$ cat config.mk
export PLATFORM = sky130hd
export DESIGN_NAME = sacache_counters
export DESIGN_NICKNAME = d
export VERILOG_FILES = /design/src/rtl/core/sacache_pkg.sv /design/src/rtl/core/sacache_counters.sv
export SDC_FILE = /design/constraint.sdc
export NUM_CORES = 1
export LEC_CHECK = 0
export ABC_AREA = 1
export BUFFER_PORTS_ARGS = -buffer_cell sky130_fd_sc_hd__buf_2
export CAP_MARGIN = 20
export CORE_MARGIN = 3
export CORE_UTILIZATION = 50
export DETAILED_ROUTE_END_ITERATION = 8
export GPL_TIMING_DRIVEN = 1
export PLACE_DENSITY_LB_ADDON = 0.2
export SLEW_MARGIN = 20
export SYNTH_ARGS = -nofsm -noshare
export SYNTH_HDL_FRONTEND = slang
export SYNTH_SLANG_ARGS = --single-unit
$ cat constraint.sdc
create_clock -name clk -period 1.58 [get_ports clk]
set_input_delay 0.079 -clock clk [delete_from_list [all_inputs] [get_ports clk]]
set_output_delay 0.079 -clock clk [all_outputs]
set_load 0.005 [all_outputs]
$ cat src/rtl/core/sacache_pkg.sv
package sacache_pkg;

  localparam int SETS_DEF      = 64;
  localparam int WAYS_DEF      = 8;
  localparam int TAG_BITS_DEF  = 24;
  localparam int META_BITS_DEF = 32;

  localparam int MODE_W   = 1;
  localparam int TAG_W    = 24;
  localparam int SET_W    = 6;
  localparam int WAY_W    = 3;
  localparam int CNT_W    = 32;
  localparam int POLICY_W = 2;

  typedef enum logic [POLICY_W-1:0] {
    POL_LRU  = 2'd0,
    POL_FIFO = 2'd1,
    POL_LFU  = 2'd2,
    POL_NONE = 2'd3
  } policy_t;

  localparam logic MODE_READ  = 1'b0;
  localparam logic MODE_WRITE = 1'b1;

  typedef struct packed {
    logic [MODE_W-1:0] mode;
    logic [TAG_W-1:0]  tag;
    logic [SET_W-1:0]  set_index;
  } in_word_t;

  typedef struct packed {
    logic             hit;
    logic [WAY_W-1:0] way;
    logic             writeback;
    logic [CNT_W-1:0] reads_total;
    logic [CNT_W-1:0] writes_total;
    logic [CNT_W-1:0] read_misses;
    logic [CNT_W-1:0] write_misses;
    logic [CNT_W-1:0] writebacks_total;
  } out_word_t;

  // per-access event flags from the set logic to the counters
  typedef struct packed {
    logic fire;
    logic wr;
    logic miss;
    logic wb;
  } cnt_evt_t;

endpackage

$ cat src/rtl/core/sacache_counters.sv
module sacache_counters (
  input  logic                            clk,
  input  logic                            rst_n,
  input  sacache_pkg::cnt_evt_t           evt,
  output logic [sacache_pkg::CNT_W-1:0]   reads_r,
  output logic [sacache_pkg::CNT_W-1:0]   writes_r,
  output logic [sacache_pkg::CNT_W-1:0]   rmiss_r,
  output logic [sacache_pkg::CNT_W-1:0]   wmiss_r,
  output logic [sacache_pkg::CNT_W-1:0]   wb_r
);

  // running access counters, wrap at 32 bits
  always_ff @(posedge clk) begin
    if (!rst_n) begin
      reads_r  <= '0;
      writes_r <= '0;
      rmiss_r  <= '0;
      wmiss_r  <= '0;
      wb_r     <= '0;
    end else if (evt.fire) begin
      if (evt.wr) writes_r <= writes_r + 1'b1;
      else        reads_r  <= reads_r + 1'b1;
      if (evt.miss && evt.wr)  wmiss_r <= wmiss_r + 1'b1;
      if (evt.miss && !evt.wr) rmiss_r <= rmiss_r + 1'b1;
      if (evt.wb) wb_r <= wb_r + 1'b1;
    end
  end

endmodule

==> impl_metrics.sql <==
INSERT INTO impl_metrics (metric_group, metric, value, unit) VALUES
('outcome', 'run_status', 'finished, final reports clean', ''),
('die', 'floorplan.die.width', '136.5', 'um'),
('yosys', 'most_used_flip_flop_cell_after_synthesis', 'sky130_fd_sc_hd__dfxtp_1', ''),
('placement', 'place.gp.congestion', '0.8882', ''),
('global_routing', 'gr-usage-all-layers', '23.50', '%'),
('sta', 'slew_viol_final', '0', ''),
('yosys', 'syn_avg_cell_area', '6.335', 'um^2'),
('critical_path', 'crit_path_cell_trace', 'ha_1 > nand3_2 > nor2_4 > nand3_2 > or2_2 > o21ai_0 > nor2_1', ''),
('sta', 'whs', '64.87', 'ps'),
('die', 'initial_core_util', '51.16', '%'),
('global_routing', 'grt_first_pass_wirelength', '36380', 'um'),
('cts', 'tritoncts.num_buffers', '17', ''),
('critical_path', 'critPathKind', 'flip-flop to flip-flop', ''),
('sta', 'setup_repair_after_global_routing_missed_its_margin', 'yes', ''),
('yosys', 'synth.most_common_cell', 'sky130_fd_sc_hd__nand2_1', ''),
('cts', 'clock-root-buffer', 'sky130_fd_sc_hd__clkbuf_16', ''),
('power', 'areal_power_density_over_the_cells', '783.1', 'nW/um^2'),
('cts', 'ctsHoldBuffers', '0', ''),
('drt', 'remaining_drc_errors', '0', ''),
('sta', 'timing.clock.skew', '7.595', 'ps'),
('global_routing', 'pin_count_of_the_biggest_net_entering_global_routing', '71', ''),
('critical_path', 'timing.critical_path.max_delay_family', 'simple AND/OR/NAND/NOR gates', ''),
('power', 'netSwitchingPower', '0.001842', 'W'),
('final_layout', 'diodes', '0', ''),
('final_layout', 'nFillCells', '1550', ''),
('sta', 'final_min_period_over_clock_period', '95.09', '%'),
('critical_path', 'critical-path-slowest-cell', 'sky130_fd_sc_hd__dfxtp_1', ''),
('drt', 'detailedRoute.firstPassIterationCount', '6', ''),
('cts', 'clockBufferDepth', '2', ''),
('power', 'sw_share', '21.86', '%'),
('die', 'placeableCoreArea', '16640', 'um^2'),
('die', 'floorplan.die_area', '18630', 'um^2'),
('critical_path', 'crit_path_max_incr_delay', '340', 'ps'),
('cts', 'tritoncts_num_sinks', '160', ''),
('yosys', 'synth_edf_count', '0', ''),
('drt', 'dr_total_vias', '9092', ''),
('sta', 'tightest_slew', '402.4', 'ps'),
('cts', 'tritoncts', 'built', ''),
('min_path', 'whs_path_depth', '3', ''),
('critical_path', 'reg2regPathDepth', '7', ''),
('critical_path', 'worst_path_max_fanout', '3', ''),
('placement', 'placed_area', '9935', 'um^2'),
('critical_path', 'critical_path_source', 'wb_r[1]$_SDFFE_PN0P_', ''),
('yosys', 'postSynthNetCount', '1355', ''),
('cts', 'clk_transition_reported_paths', '60', 'ps'),
('sta', 'fin_crit', '1502', 'ps'),
('critical_path', 'worst-endpoint-arrival', '1820', 'ps'),
('placement', 'port_buffers', '165', ''),
('placement', 'placed_cell_count', '1760', ''),
('yosys', 'postSynth.asyncResetShare', '0', '%'),
('drt', 'detailedRoute.firstIterationViolations', '534', ''),
('sta', 'hold_viol_final', '0', ''),
('yosys', 'synth_top_area_share', '37.62', '%'),
('critical_path', 'critical_path.n_buffers_inverters', '0', ''),
('sta', 'max_freq', '0.6656', 'GHz'),
('yosys', 'ys.warnings.count', '0', ''),
('critical_path', 'path_common_cell', 'sky130_fd_sc_hd__nand3_2', ''),
('final_layout', 'final-instance-count-excl-fill', '1803', ''),
('die', 'floorplan.io_pins', '166', ''),
('yosys', 'yosys-top-cells-count', 'sky130_fd_sc_hd__nand2_1 (343), sky130_fd_sc_hd__nor2_1 (280), sky130_fd_sc_hd__inv_1 (184)', ''),
('flow_run', 'max_cap_viol_count', '0', ''),
('yosys', 'share_of_synthesized_area_occupied_by_flip_flops_and_latches', '37.62', '%'),
('global_routing', 'vias_in_the_first_global_route', '7920', ''),
('yosys', 'post_synth_num_cell_types', '31', ''),
('critical_path', 'timing.rr.start', 'wb_r[1]$_SDFFE_PN0P_', ''),
('final_layout', 'syn_to_final_growth', '26.39', '%'),
('min_path', 'worstHoldPathType', 'input pin to flip-flop', ''),
('final_layout', 'postLayoutCoreUtil', '64.66', '%'),
('die', 'fp.dieH', '136.5', 'um'),
('drt', 'route.detailed.vias_per_inst', '5.043', ''),
('power', 'clock_power_share', '48.5', '%');
[sequential cells by signal (all words and copies together) (netlist names)]
| signal | flops |
|---|---|
| wb_r | 32 |
| reads_r | 32 |
| writes_r | 32 |
| wmiss_r | 32 |
| rmiss_r | 32 |
[per-layer routing]
layer  share of wire (%)  GRT usage, %  vias up
met5               0.040             0        -
met4                 1.1         6.663        2
met3                 6.8         4.926       19
met2                  46         37.92      252
met1                  46         31.86     4107
li1                    -             -     4712
[layout make-up]
| type | instances | area [um^2] | area share, % |
|---|---|---|---|
| clock inverters | 9 | 108.9 | 1.012 |
| clock buffers | 22 | 474.2 | 4.406 |
| repair buffers | 228 | 1339 | 12.44 |
| multi-input cells | 978 | 4656 | 43.26 |
| inverters | 186 | 698.2 | 6.488 |
| well taps | 220 | 275.3 | 2.558 |
| flip-flops and latches | 160 | 3211 | 29.83 |
[cells by family (layout without fill, tap and decap cells)]
family	count (synthesis)	count (layout)	share of synthesized area, %
and+or+nand+nor	833	834	42.78
buffers and inverters	207	445	9.508
DFF	160	160	37.62
AOI/OAI and AO/OA	124	124	7.818
xor gates and xnor gates	15	15	1.543
adders and majority gates	5	5	0.7348
[path summary, 6_finish.rpt]
| check | slack, ps | to |
|---|---|---|
| setup / recovery | 80 | wb_r[16]$_SDFFE_PN0P_ |
| hold / removal | 60 | wb_r[0]$_SDFFE_PN0P_ |
| setup reg to reg | 80 | wb_r[16]$_SDFFE_PN0P_ |
| hold reg to reg | 500 | rmiss_r[31]$_SDFFE_PN0P_ |
[power by group through the flow]
stage / Clock (W) / Sequential (W) / Combinational [W]
after detailed placement: 0 / 0.00415 / 0.000278
after global routing: 0.00433 / 0.00406 / 0.000311
after CTS: 0.00416 / 0.00406 / 0.000280
after floorplan: 0 / 0.00415 / 0.000166
after global placement: 0 / 0.00415 / 0.000273
final: 0.00408 / 0.00406 / 0.000281
[worst reg2reg max path: stages (launching register included)]
cell and delay, ps:
sky130_fd_sc_hd__dfxtp_1 340, sky130_fd_sc_hd__ha_1 190, sky130_fd_sc_hd__nand3_2 130, sky130_fd_sc_hd__nor2_4 140
sky130_fd_sc_hd__nand3_2 100, sky130_fd_sc_hd__or2_2 300, sky130_fd_sc_hd__o21ai_0 150, sky130_fd_sc_hd__nor2_1 60
[per-stage QoR]
step / setup WS (ps) / TNS, ps
global route: -28.79 / -113.5
CTS: 17.60 / 0
finish: 77.50 / 0
floorplan: 61.65 / 0
detailed placement: -27.77 / -92.66
global placement: 17.38 / 0
[cells in the final DEF (no fill, tap or decap), types with 4 or more instances in the layout]
master,count
sky130_fd_sc_hd__xor2_1,11
sky130_fd_sc_hd__o21a_1,8
sky130_fd_sc_hd__nor2_2,24
sky130_fd_sc_hd__nor3b_1,6
sky130_fd_sc_hd__nand3_2,9
sky130_fd_sc_hd__xnor2_1,4
sky130_fd_sc_hd__nor3_1,27
sky130_fd_sc_hd__clkbuf_16,17
sky130_fd_sc_hd__a31oi_1,4
sky130_fd_sc_hd__nand2_2,6
sky130_fd_sc_hd__nand3_1,89
sky130_fd_sc_hd__o21ai_0,40
sky130_fd_sc_hd__nand3_4,4
sky130_fd_sc_hd__dfxtp_1,154
sky130_fd_sc_hd__a21oi_1,63
sky130_fd_sc_hd__inv_1,183
sky130_fd_sc_hd__ha_1,4
sky130_fd_sc_hd__nor2_1,257
sky130_fd_sc_hd__buf_4,61
sky130_fd_sc_hd__dfxtp_2,6
sky130_fd_sc_hd__o21bai_1,5
sky130_fd_sc_hd__nor2_4,21
sky130_fd_sc_hd__nand4_1,40
sky130_fd_sc_hd__nand2_1,339
sky130_fd_sc_hd__buf_2,164
sky130_fd_sc_hd__clkinvlp_4,4
[what timing repair did]
item                       in CTS  in global routing
gates resized for setup         5                 46
setup buffers                   1                 10
cloned                          0                  1
pin swaps                       1                  9
setup endpoints to repair       5                 64
No activity file was read; power rests on OpenSTA's default activity.
